==> src/rtl/fbpm_pkg.sv <==
// Shared types, codes and constants for the frame buffer pool manager.
package fbpm_pkg;

	// Sizes fixed by the field widths
	localparam int MAX_BUFFERS     = 64;
	localparam int MAX_WAITERS_DEF = 16;
	localparam int ID_W            = 7;
	localparam int TAG_W           = 4;
	localparam int CNT_W           = 32;
	localparam int FB_IW           = $clog2(MAX_BUFFERS);

	localparam logic [ID_W-1:0] POOL_MAX   = ID_W'(MAX_BUFFERS);
	localparam logic [ID_W-1:0] POOL_RESET = (8 > MAX_BUFFERS) ? ID_W'(MAX_BUFFERS) : ID_W'(8);

	// Register index (word address bit)
	localparam logic REG_POOL_SIZE = 1'b0;

	// Command codes
	localparam logic [1:0] CMD_TRY      = 2'd0;
	localparam logic [1:0] CMD_WAIT     = 2'd1;
	localparam logic [1:0] CMD_RELEASE  = 2'd2;
	localparam logic [1:0] CMD_SHUTDOWN = 2'd3;

	// Result status codes
	localparam logic [2:0] ST_GRANTED    = 3'd0;
	localparam logic [2:0] ST_NONE       = 3'd1;
	localparam logic [2:0] ST_DENIED     = 3'd2;
	localparam logic [2:0] ST_REL_ACK    = 3'd3;
	localparam logic [2:0] ST_SHUT_ACK   = 3'd4;
	localparam logic [2:0] ST_QUEUE_FULL = 3'd5;

	typedef struct packed {
		logic [1:0]       cmd;
		logic [TAG_W-1:0] requester;
		logic [ID_W-1:0]  release_id;
	} request_t;

	typedef struct packed {
		logic [2:0]       status;
		logic [TAG_W-1:0] client;
		logic [ID_W-1:0]  granted_id;
		logic [ID_W-1:0]  free_count;
		logic [ID_W-1:0]  busy_count;
		logic [ID_W-1:0]  peak_busy;
		logic [CNT_W-1:0] grant_total;
		logic [CNT_W-1:0] wait_total;
		logic             last;
	} response_t;

	// Datapath operations issued by the controller
	typedef enum logic [2:0] {
		OP_NONE,
		OP_LOAD,
		OP_GRANT_REQ,
		OP_REPLY,
		OP_QUEUE,
		OP_RELEASE,
		OP_GRANT_WAITER,
		OP_DENY_WAITER
	} dp_op_t;

	typedef struct packed {
		dp_op_t     op;
		logic [2:0] code;
		logic       last;
		logic       close;
	} dp_cmd_t;

	typedef struct packed {
		logic [1:0] cmd;
		logic       closed;
		logic       free_empty;
		logic       wq_empty;
		logic       wq_one;
		logic       wq_full;
		logic       rel_grant;
	} dp_stat_t;

	typedef struct packed {
		logic            wr;
		logic [ID_W-1:0] size;
	} cfg_wr_t;

	typedef enum logic [2:0] {
		S_IDLE,
		S_EXEC,
		S_WAIT,
		S_GRANT,
		S_DENY,
		S_ACK
	} ctrl_state_t;

endpackage

==> src/rtl/fbpm_ctrl.sv <==
// Controller state machine: sequences the datapath operations of one command.
module fbpm_ctrl import fbpm_pkg::*; (
	input  logic     clk,
	input  logic     arst_n,
	input  logic     start,
	input  dp_stat_t stat,
	output logic     busy,
	output dp_cmd_t  dcmd
);

	ctrl_state_t state_q, state_d;

	// State register
	always_ff @(posedge clk or negedge arst_n) begin
		if (!arst_n) begin
			state_q <= S_IDLE;
		end else begin
			state_q <= state_d;
		end
	end

	// Next state and datapath commands
	always_comb begin
		state_d    = state_q;
		dcmd.op    = OP_NONE;
		dcmd.code  = ST_GRANTED;
		dcmd.last  = 1'b0;
		dcmd.close = 1'b0;
		busy       = (state_q != S_IDLE);
		unique case (state_q)
			S_IDLE: begin
				if (start) begin
					dcmd.op = OP_LOAD;
					state_d = S_EXEC;
				end
			end
			S_EXEC: begin
				state_d = S_IDLE;
				unique case (stat.cmd)
					CMD_TRY, CMD_WAIT: begin
						dcmd.last = 1'b1;
						priority if (stat.closed) begin
							dcmd.op   = OP_REPLY;
							dcmd.code = ST_DENIED;
						end else if (!stat.free_empty) begin
							dcmd.op = OP_GRANT_REQ;
						end else if (stat.cmd == CMD_TRY) begin
							dcmd.op   = OP_REPLY;
							dcmd.code = ST_NONE;
						end else if (stat.wq_full) begin
							dcmd.op   = OP_REPLY;
							dcmd.code = ST_QUEUE_FULL;
						end else begin
							// queued waiter: no result now
							dcmd.op   = OP_QUEUE;
							dcmd.last = 1'b0;
						end
					end
					CMD_RELEASE: begin
						dcmd.op   = OP_RELEASE;
						dcmd.last = !stat.rel_grant;
						if (stat.rel_grant) begin
							state_d = S_WAIT;
						end
					end
					CMD_SHUTDOWN: begin
						dcmd.close = 1'b1;
						if (stat.wq_empty) begin
							dcmd.op   = OP_REPLY;
							dcmd.code = ST_SHUT_ACK;
							dcmd.last = 1'b1;
						end else begin
							dcmd.op = OP_DENY_WAITER;
							state_d = stat.wq_one ? S_ACK : S_DENY;
						end
					end
				endcase
			end
			S_WAIT: begin
				// let the free-list read pick up the id just released
				state_d = S_GRANT;
			end
			S_GRANT: begin
				dcmd.op   = OP_GRANT_WAITER;
				dcmd.last = 1'b1;
				state_d   = S_IDLE;
			end
			S_DENY: begin
				dcmd.op = OP_DENY_WAITER;
				state_d = stat.wq_one ? S_ACK : S_DENY;
			end
			S_ACK: begin
				dcmd.op   = OP_REPLY;
				dcmd.code = ST_SHUT_ACK;
				dcmd.last = 1'b1;
				state_d   = S_IDLE;
			end
			default: begin
				state_d = S_IDLE;
			end
		endcase
	end

	// The denial run only continues while waiters remain
	a_deny_has_waiter: assert property (@(posedge clk) disable iff (!arst_n)
		state_q == S_DENY |-> !stat.wq_empty)
		else $error("denial issued with empty waiter queue");

endmodule

==> src/rtl/fbpm_datapath.sv <==
// Datapath: free-list memory, waiter queue, counters and the result register.
module fbpm_datapath import fbpm_pkg::*; #(
	parameter int MAX_WAITERS = MAX_WAITERS_DEF
) (
	input  logic            clk,
	input  logic            arst_n,
	input  request_t        req_in,
	input  dp_cmd_t         dcmd,
	input  cfg_wr_t         cfg,
	output dp_stat_t        stat,
	output response_t       resp,
	output logic            resp_valid,
	output logic [ID_W-1:0] pool_size
);

	localparam int WIW = (MAX_WAITERS > 1) ? $clog2(MAX_WAITERS) : 1;
	localparam int WCW = $clog2(MAX_WAITERS + 1);
	localparam logic [WCW-1:0] WQ_DEPTH = WCW'(MAX_WAITERS);
	localparam logic [WIW:0]   WQ_WRAP  = (WIW + 1)'(MAX_WAITERS);
	localparam logic [WIW-1:0] WQ_LAST  = WIW'(MAX_WAITERS - 1);

	// Architectural state
	logic [ID_W-1:0]        pool_q;
	logic [FB_IW-1:0]       head_q;
	logic [ID_W-1:0]        fill_q;
	logic                   closed_q;
	logic [ID_W-1:0]        peak_q;
	logic [CNT_W-1:0]       grant_q;
	logic [CNT_W-1:0]       wait_q;
	logic [WIW-1:0]         whead_q;
	logic [WCW-1:0]         wfill_q;
	logic [MAX_BUFFERS-1:0] vld_q;
	logic [ID_W-1:0]        fl_mem [MAX_BUFFERS];
	logic [TAG_W-1:0]       wtags_q [MAX_WAITERS];

	// Latched item and registered free-list read
	request_t               item_q;
	logic [ID_W-1:0]        rd_q;
	logic                   rd_vld_q;
	logic [FB_IW-1:0]       rd_head_q;

	response_t              resp_q;
	logic                   resp_valid_q;

	// Next-state values
	logic                   pop_free, pop_wait, push_free, push_wait, rel_ok, emit;
	logic [ID_W-1:0]        fid;
	logic [ID_W-1:0]        fill_n, busy_n, peak_n;
	logic [FB_IW-1:0]       head_n, wr_addr;
	logic [CNT_W-1:0]       grant_n, wait_n;
	logic [WIW-1:0]         whead_n, wq_wr_idx;
	logic [WCW-1:0]         wfill_n;
	logic [WIW:0]           wq_sum;
	logic                   closed_n;

	// Decode the operation
	always_comb begin
		pop_free  = (dcmd.op == OP_GRANT_REQ) || (dcmd.op == OP_GRANT_WAITER);
		pop_wait  = (dcmd.op == OP_GRANT_WAITER) || (dcmd.op == OP_DENY_WAITER);
		push_wait = (dcmd.op == OP_QUEUE);
		rel_ok    = (item_q.release_id != '0) && (item_q.release_id <= pool_q) &&
			(fill_q < pool_q);
		push_free = (dcmd.op == OP_RELEASE) && rel_ok;
		emit      = (dcmd.op == OP_GRANT_REQ) || (dcmd.op == OP_REPLY) ||
			(dcmd.op == OP_RELEASE) || (dcmd.op == OP_GRANT_WAITER) ||
			(dcmd.op == OP_DENY_WAITER);
	end

	// Free list: entries never written since refill hold their index plus one
	always_comb begin
		fid     = rd_vld_q ? rd_q : (ID_W'(rd_head_q) + ID_W'(1));
		// pool depth is a power of two, so the tail address wraps by truncation
		wr_addr = head_q + fill_q[FB_IW-1:0];
		head_n  = pop_free ? (head_q + FB_IW'(1)) : head_q;
		fill_n  = fill_q;
		if (push_free) begin
			fill_n = fill_q + ID_W'(1);
		end else if (pop_free) begin
			fill_n = fill_q - ID_W'(1);
		end
		busy_n  = pool_q - fill_n;
		peak_n  = (pop_free && (busy_n > peak_q)) ? busy_n : peak_q;
		grant_n = (pop_free && (grant_q != '1)) ? (grant_q + CNT_W'(1)) : grant_q;
		wait_n  = (push_wait && (wait_q != '1)) ? (wait_q + CNT_W'(1)) : wait_q;
		closed_n = closed_q | dcmd.close;
	end

	// Waiter queue indexes, wrapped at the queue depth
	always_comb begin
		wq_sum    = (WIW + 1)'(whead_q) + (WIW + 1)'(wfill_q);
		wq_wr_idx = (wq_sum >= WQ_WRAP) ? WIW'(wq_sum - WQ_WRAP) : WIW'(wq_sum);
		whead_n   = whead_q;
		if (pop_wait) begin
			whead_n = (whead_q == WQ_LAST) ? '0 : (whead_q + WIW'(1));
		end
		wfill_n = wfill_q;
		if (push_wait) begin
			wfill_n = wfill_q + WCW'(1);
		end else if (pop_wait) begin
			wfill_n = wfill_q - WCW'(1);
		end
	end

	// Control state update; a configuration write refills the free list
	always_ff @(posedge clk or negedge arst_n) begin
		if (!arst_n) begin
			pool_q   <= POOL_RESET;
			head_q   <= '0;
			fill_q   <= POOL_RESET;
			vld_q    <= '0;
			closed_q <= 1'b0;
			peak_q   <= '0;
			grant_q  <= '0;
			wait_q   <= '0;
			whead_q  <= '0;
			wfill_q  <= '0;
		end else begin
			if (cfg.wr) begin
				pool_q <= cfg.size;
				head_q <= '0;
				fill_q <= cfg.size;
				vld_q  <= '0;
			end else begin
				head_q <= head_n;
				fill_q <= fill_n;
				if (push_free) begin
					vld_q[wr_addr] <= 1'b1;
				end
			end
			closed_q <= closed_n;
			peak_q   <= peak_n;
			grant_q  <= grant_n;
			wait_q   <= wait_n;
			whead_q  <= whead_n;
			wfill_q  <= wfill_n;
		end
	end

	// Free-list memory with registered read at the head
	always_ff @(posedge clk) begin
		if (push_free && !cfg.wr) begin
			fl_mem[wr_addr] <= item_q.release_id;
		end
		rd_q      <= fl_mem[head_q];
		rd_vld_q  <= vld_q[head_q];
		rd_head_q <= head_q;
	end

	// Waiter tags and the latched item
	always_ff @(posedge clk) begin
		if (push_wait) begin
			wtags_q[wq_wr_idx] <= item_q.requester;
		end
		if (dcmd.op == OP_LOAD) begin
			item_q <= req_in;
		end
	end

	// Result register
	always_ff @(posedge clk or negedge arst_n) begin
		if (!arst_n) begin
			resp_valid_q <= 1'b0;
		end else begin
			resp_valid_q <= emit;
		end
	end

	always_ff @(posedge clk) begin
		if (emit) begin
			unique case (dcmd.op)
				OP_GRANT_REQ, OP_GRANT_WAITER: resp_q.status <= ST_GRANTED;
				OP_RELEASE:                    resp_q.status <= ST_REL_ACK;
				OP_DENY_WAITER:                resp_q.status <= ST_DENIED;
				default:                       resp_q.status <= dcmd.code;
			endcase
			resp_q.client      <= pop_wait ? wtags_q[whead_q] : item_q.requester;
			resp_q.granted_id  <= pop_free ? fid : '0;
			resp_q.free_count  <= fill_n;
			resp_q.busy_count  <= busy_n;
			resp_q.peak_busy   <= peak_n;
			resp_q.grant_total <= grant_n;
			resp_q.wait_total  <= wait_n;
			resp_q.last        <= dcmd.last;
		end
	end

	// Status back to the controller
	always_comb begin
		stat.cmd        = item_q.cmd;
		stat.closed     = closed_q;
		stat.free_empty = (fill_q == '0);
		stat.wq_empty   = (wfill_q == '0);
		stat.wq_one     = (wfill_q == WCW'(1));
		stat.wq_full    = (wfill_q >= WQ_DEPTH);
		stat.rel_grant  = (wfill_q != '0) && ((fill_q != '0) || rel_ok) && !closed_q;
	end

	assign resp       = resp_q;
	assign resp_valid = resp_valid_q;
	assign pool_size  = pool_q;

	a_fill_bound: assert property (@(posedge clk) disable iff (!arst_n)
		fill_q <= pool_q)
		else $error("free list holds more ids than the pool size");

	a_wq_bound: assert property (@(posedge clk) disable iff (!arst_n)
		wfill_q <= WQ_DEPTH)
		else $error("waiter queue overflow");

	a_pop_nonempty: assert property (@(posedge clk) disable iff (!arst_n)
		pop_free |-> fill_q != '0)
		else $error("grant issued from an empty free list");

	a_grant_id: assert property (@(posedge clk) disable iff (!arst_n)
		resp_valid_q && (resp_q.status == ST_GRANTED) |-> resp_q.granted_id != '0)
		else $error("grant carries buffer id zero");

endmodule

==> src/rtl/frame_buffer_pool_manager_core.sv <==
// Top level of the frame buffer pool manager: command port, register port, core wiring.
//
// A command is taken when start is high and busy is low; results leave one per cycle on
// response with response_valid, and the receiver cannot stall them, so every result must be
// captured in the cycle it is shown. A try, blocking acquire or release keeps busy high in
// the execute state only, but a release that grants to a waiter also passes the wait and
// grant states, so the registered free-list read sees the returned id; a shutdown keeps it
// high while queued waiters are denied one per cycle. Each result appears in the cycle after
// the step that forms it. pool_size (byte address 0) is to be written through the APB port
// only while the block is idle; the block does not enforce this. A write refills the free
// list with ids 1..pool_size at once, with no sweep. Nothing is swept after reset either.
module frame_buffer_pool_manager_core import fbpm_pkg::*; #(
	parameter int MAX_WAITERS = MAX_WAITERS_DEF
) (
	input  logic        clk,
	input  logic        arst_n,
	input  logic        start,
	output logic        busy,
	input  request_t    request,
	output response_t   response,
	output logic        response_valid,
	input  logic        psel,
	input  logic        penable,
	input  logic        pwrite,
	input  logic [2:0]  paddr,
	input  logic [31:0] pwdata,
	output logic [31:0] prdata,
	output logic        pready
);

	dp_cmd_t         dcmd;
	dp_stat_t        stat;
	cfg_wr_t         cfg;
	logic [ID_W-1:0] pool_size;
	logic [ID_W-1:0] wr_val;
	logic            reg_hit;

	// Decode the register transfer and clamp the pool size into 1..MAX_BUFFERS
	always_comb begin
		reg_hit = (paddr[2] == REG_POOL_SIZE);
		wr_val  = pwdata[ID_W-1:0];
		cfg.wr  = psel && penable && pwrite && reg_hit;
		priority if (wr_val == '0) begin
			cfg.size = ID_W'(1);
		end else if (wr_val > POOL_MAX) begin
			cfg.size = POOL_MAX;
		end else begin
			cfg.size = wr_val;
		end
		prdata = reg_hit ? 32'(pool_size) : '0;
		pready = 1'b1;
	end

	fbpm_ctrl u_ctrl (
		.clk    (clk),
		.arst_n (arst_n),
		.start  (start),
		.stat   (stat),
		.busy   (busy),
		.dcmd   (dcmd)
	);

	fbpm_datapath #(
		.MAX_WAITERS (MAX_WAITERS)
	) u_datapath (
		.clk        (clk),
		.arst_n     (arst_n),
		.req_in     (request),
		.dcmd       (dcmd),
		.cfg        (cfg),
		.stat       (stat),
		.resp       (response),
		.resp_valid (response_valid),
		.pool_size  (pool_size)
	);

endmodule
==> config.mk <==
export PLATFORM = sky130hd
export DESIGN_NAME = frame_buffer_pool_manager_core
export DESIGN_NICKNAME = d
export VERILOG_FILES = /design/src/rtl/fbpm_pkg.sv /design/src/rtl/fbpm_ctrl.sv /design/src/rtl/fbpm_datapath.sv /design/src/rtl/frame_buffer_pool_manager_core.sv
export SDC_FILE = /design/constraint.sdc
export NUM_CORES = 1
export LEC_CHECK = 0
export ABC_AREA = 0
export BUFFER_PORTS_ARGS = -buffer_cell sky130_fd_sc_hd__buf_2
export CAP_MARGIN = 20
export CORE_MARGIN = 5
export CORE_UTILIZATION = 55
export DETAILED_ROUTE_END_ITERATION = 12
export PLACE_DENSITY = 0.84
export SETUP_SLACK_MARGIN = 0.1
export SLEW_MARGIN = 40
export SYNTH_ARGS = -nofsm -noshare
export SYNTH_HDL_FRONTEND = slang
export SYNTH_HIERARCHICAL = 1
export SYNTH_SLANG_ARGS = --single-unit
==> constraint.sdc <==
create_clock -name clk -period 6.3 [get_ports clk]
set_input_delay 0.63 -clock clk [delete_from_list [all_inputs] [get_ports clk]]
set_output_delay 0.63 -clock clk [all_outputs]
set_load 0.1 [all_outputs]
**Word-level counts from Yosys, hierarchy flattened**

Memory sizes are Yosys's and may differ from the RTL's. A register that Yosys moved wholly into a read port is not among the register bits.
Index checks and enable logic that the tools add are counted.

- Bits in registers: 289
- RAM bits: 512
- Input port bits: 54
- Output and inout port bits: 135
- Word-level logic and storage cells: 165
- Memories: 2

- Add/subtract/negate cells: 13
- Magnitude comparators: 9
- Equal/unequal tests: 20
- Multiplexer cells: 54
- Bitwise operators: 3
- Reduce and logical (&&, ||, !) cells: 38

Memories:

| memory | depth | width | read ports | clocked after memory_dff | write ports | line | text |
|---|---|---|---|---|---|---|---|
| u_datapath.fl_mem | 64 | 7 | 1 | 1 | 1 | fbpm_datapath.sv:33 | `logic [ID_W-1:0] fl_mem [MAX_BUFFERS];` |
| u_datapath.wtags_q | 16 | 4 | 1 | 0 | 1 | fbpm_datapath.sv:34 | `logic [TAG_W-1:0] wtags_q [MAX_WAITERS];` |

Operators by type and width:

| kind | count |
|---|---|
| 64-bit two-way mux | 2 |
| 32-bit by 1-bit adder with 32-bit output, second input constant | 2 |
| 32-bit two-way mux | 2 |
| 32-bit inequality test, second input constant | 2 |
| 64-bit OR | 1 |
| 7-bit two-way mux | 8 |
| 6-bit two-way mux | 4 |
| 4-bit two-way mux | 5 |
| 3-bit equality test, second input constant | 6 |
| 3-bit two-way mux | 6 |
| 3-bit case mux with 2 select lines | 3 |
| 3-bit case mux with 3 select lines | 2 |
| 3-bit case mux with 5 select lines | 1 |
| 7-bit zero test | 2 |
| 6-bit by 7-bit less-than comparator with 1-bit output, second input constant | 2 |
| 7-bit nonzero test | 2 |
| 1-bit logical AND | 13 |
| 1-bit two-way mux | 13 |
| 3-bit by 2-bit equality test with 1-bit output, second input constant | 4 |
| 3-bit case mux with 4 select lines | 1 |
| 5-bit greater-or-equal comparator, second input constant | 2 |
| 5-bit two-way mux | 2 |
| 6-bit by 1-bit adder with 7-bit output, second input constant | 1 |
| 7-bit by 1-bit adder with 7-bit output, second input constant | 1 |
| other kinds (36) | 50 |

**Logic depth before layout (Yosys ltp)**

- Depth after elaboration: 15
- Mapped depth: 28
- Depth with buffers taken out: 27

**Cells and area by module**

The synthesis kept the hierarchy.

Modules (own cells, without submodules):

| module | times used | cells each | area an instance (µm²) | sequential area each (µm²) |
|---|---|---|---|---|
| fbpm_datapath | 1 | 1834 | 32477.4 | 23204.8 |
| fbpm_ctrl | 1 | 52 | 364.1 | 75.1 |
| frame_buffer_pool_manager_core | 1 | 45 | 320.3 | 0.0 |

**Least setup slack after synthesis**

OpenSTA, ideal clock, no wires.

- Path type: register -> register
- Start: register u_datapath.fill_q[2]
- End: register u_datapath.resp_q, in the netlist u_datapath/resp[71] (data pin)
- Library setup time: 0.270 ns
- Data arrival time: 5.662 ns
- Required time: 6.030 ns
- Slack: 0.368 ns
- Stages on the path, launching flop included: 26
- Path buffers: 3
- Clock period less this slack: 5.932 ns
- Cell sequence: dfrtp_1 > or3_1 > nor4b_1 > o21ai_0 > a311oi_1 > buf_2 > nor2_1 > buf_2 > and2_1 > a211oi_4 > xnor2_1 > ha_1 > a311oi_2 > o211ai_4 > nor3_2 > a221oi_2 > maj3_2 > a21oi_1 > xor2_1 > ha_1 > a21oi_1 > o21ai_0 > o211a_1 > clkbuf_1 > a311oi_1 > nand3_1

RTL lines:

| item | line | text |
|---|---|---|
| start: declaration | fbpm_datapath.sv:25 | `logic [ID_W-1:0] fill_q;` |
| start signal: assignment | fbpm_datapath.sv:121 | `fill_q <= cfg.size;` |
| start signal: assignment | fbpm_datapath.sv:125 | `fill_q <= fill_n;` |
| end: declaration | fbpm_datapath.sv:42 | `response_t resp_q;` |

==> impl_metrics.tcl <==
set metrics [dict create \
    synthTopCellsByArea "edfxtp_1 57%, mux4_2 13%, dfrtp_1 13%" \
    synth.distinct_cells 80 \
    first_iter_violations 2322 \
    synthArstFlopShare_pct 20.92 \
    worstSkewPairLatency_ns 0.64 \
    die_h_um 255.6 \
    synth.top_cells.by_count "625 x edfxtp_1, 188 x mux4_2, 167 x dfrtp_1, 140 x nor2_1, 96 x inv_1" \
    antenna_found_initial 4 \
    ir_worst_vdd_mv 0.3064 \
    arrival_ns 6.53 \
    leakage_nw 13.31 \
    combPwrFrac_pct 39.3 \
    yosysSeqAreaShare_pct 70.20 \
    place_ws_ns -0.1277 \
    outcome "complete, no violations" \
    root_buffer "clkbuf_16" \
    htreeDepth 3 \
    synth-seq-cells 808 \
    hold_ws_ns 0.004634 \
    overflow 0 \
    dp_hpwl_mm 45.81 \
    slowest_stage "or4b_1" \
    nNetsFinal 2203 \
    setup_viol 0 \
    hold_buffers 0 \
    port_buffers 135 \
    area_delta_synth_final_pct 13.35 \
    fill_cells 3819 \
    yosysTopAreaCell "edfxtp_1" \
    routedWlPerCell_um 26.04 \
    clk_pin_slew_worst_paths_ns 0.06 \
    cts.sinks 808 \
    finalHoldViolations 0 \
    slowest_delay_ns 0.44 \
    syn_area_um2 33160 \
    p_clk_share_pct 23.2 \
    grt_pass1_vias 19056 \
    clock.fmax_mhz 166.0 \
    grt_use_total_pct 23.27 \
    start_kind "flip-flop" \
    worstMarginPinSlew_ns 0.8583 \
    finalCritPeriodShare_pct 95.62 \
    drive_above_1_share_pct 25.39 \
    cp-end-kind "flip-flop" \
    io_pins 189 \
    synth_edf_count 625 \
    rows 90 \
    drt_pass1_iterations 8 \
    regArea_um2 23290 \
    rsz0062_at_grt "no" \
    tritoncts "yes" \
    routed_via_density 6.334 \
    crit_type "reg2reg" \
    drv_cap 0 \
    ys_warn_count 6 \
    r2r_cells 26 \
    fin_util_pct 62.62 \
    die_x_um 255.6 \
    min_period_ns 6.024 \
    layout_setup_ws_ns 0.2757 \
    p_seq_share_pct 37.5 \
    powerDensity_nw_per_um2 555.8 \
    worst_clock_skew_ns 0.02780 \
    vias 18705 \
    p_sw_mw 8.519 \
    synth_ff_type "edfxtp_1" \
    grt_max_degree 101 \
    max_slew_margin_pct 42.66 \
    postRouteAntennaNets 0 \
    synth_top_area_share_pct 56.60 \
    grt_pass1_wl_mm 117.7 \
    multi_input_area_um2 9116 \
    maxSlewViolCount 0 \
    gp_congestion 0.8652 \
    dpl_cell_area_um2 34660 \
    core_um2 60020 \
    internal-power_mw 12.37 \
    worstPathMaxFanout 6 \
    synthCells 1931 \
    die_area_um2 65310 \
    cts_made_buffers 79 \
    clockBufferDepth 3 \
    yosysMostFrequentCell "edfxtp_1" \
    drcViolationCount 0 \
    crit_required_ns 6.80 \
    fin_area_um2 37590 \
    syn_area_per_cell_um2 17.17 \
    initial_utilization_pct 55.25 \
    finalWirelength_mm 76.90 \
    min_path_type "in2async" \
    p_sw_share_pct 40.78 \
]
[worst max-delay path: cells and delay by family, from the launching register on]
family	cells	cell delay [ns]
flip-flops	1	0.43
XOR/XNOR	2	0.31
adder cells (fa/ha/maj)	4	1.12
AND/OR/NAND/NOR	8	1.86
AO/OA/AOI/OAI	9	1.77
buffers and inverters	3	0.41
[metrics by stage]
step           instances  TNS (ns)  power (mW)
2_1_floorplan       1955         0       13.91
3_3_place_gp        2792         0       15.48
3_5_place_dp        2792   -0.1620       15.77
4_1_cts             2939         0       20.72
5_1_grt             2952         0       21.69
6_report            2953         0       20.89
[routing by layer]
layer / GRT usage, % / routed length, µm
met2: 38.86 / 38320
met1: 30.58 / 28200
met4: 8.636 / 3189
met5: 0 / 36
met3: 5.149 / 7153
[final cells by class]
| cell class | instances | area share [%] |
|---|---|---|
| repair buffers | 187 | 2.979 |
| inverters | 98 | 0.9853 |
| clock buffers | 116 | 6.145 |
| flip-flops and latches | 808 | 61.97 |
| well taps | 782 | 2.603 |
| multi-input cells | 930 | 24.25 |
| clock inverters | 31 | 1.062 |
| diodes | 1 | 0.006658 |
[what timing repair did]
item / CTS / global route
pin swaps: 0 / 17
gates resized for setup: 3 / 16
buffers inserted: 0 / 12
setup endpoints to repair: 9 / 14
[power groups by stage]
stage / logic [mW] / clock network [mW] / registers, mW
floorplan: 3.61 / 0 / 10.3
global placement: 7.61 / 0 / 7.86
detailed placement: 7.86 / 0 / 7.91
CTS: 7.98 / 4.91 / 7.82
global route: 8.62 / 5.16 / 7.92
finish: 8.21 / 4.85 / 7.83
[placed cells by master (no fill, tap or decap), types with 7 or more instances in the layout]
master / instances
and2_1: 8
edfxtp_1: 625
mux2_2: 10
buf_4: 47
buf_2: 134
inv_1: 96
and3_1: 17
a21o_1: 8
nand3_1: 37
nor2b_1: 20
dfxtp_1: 14
nand4_1: 25
ha_1: 42
clkbuf_1: 21
dfrtp_1: 162
bufinv_16: 7
mux4_2: 188
o22ai_1: 64
nor2_1: 140
xor2_1: 33
xnor2_1: 66
nor3_1: 11
and4_1: 9
clkinv_2: 7
clkbuf_8: 13
clkbuf_16: 82
o21ai_0: 22
conb_1: 26
a21oi_1: 25
nand2_1: 78
[flip-flops by register name, indices dropped and copies added, names as in the netlist, 3 cells and up]
name,count
u_datapath/head_q,6
u_datapath/vld_q,64
u_datapath/wait_q,32
u_datapath/pool_size,7
u_datapath/rd_head_q,6
u_datapath/wfill_q,5
u_datapath/whead_q,4
u_datapath/fill_q,7
u_datapath/peak_q,7
u_datapath/fl_mem,448
u_datapath/rd_q,7
u_datapath/resp,100
u_datapath/item_q,11
u_ctrl/state_q,3
u_datapath/grant_q,32
u_datapath/wtags_q,64
[cells by family (layout without fill, tap and decap cells)]
kind of cell    after synthesis  count (layout)  synth area share, %
flops                       808             808                70.20
simple gates                382             382                5.573
buf+inv                     217             432                2.875
mux                         200             200                13.17
compound gates              173             173                3.633
xor+xnor                    101             101                2.690
fa+ha+maj                    48              48                1.837
other cells                   2              27              0.02265
[path summary, 6_finish.rpt]
kind                                       from                   end  slack (ns)
min                                      arst_n  u_datapath/wait_q[4]       0.005
min in group clk                     request[9]  u_datapath/item_q[9]        0.18
max reg2reg                u_datapath/fill_q[4]   u_datapath/resp[71]        0.28
max in group asynchronous                arst_n  u_datapath/vld_q[59]        5.09
max                        u_datapath/fill_q[4]   u_datapath/resp[71]        0.28
min reg2reg                u_datapath/wait_q[4]  u_datapath/wait_q[4]        0.48
No activity file was read; power rests on OpenSTA's default activity.
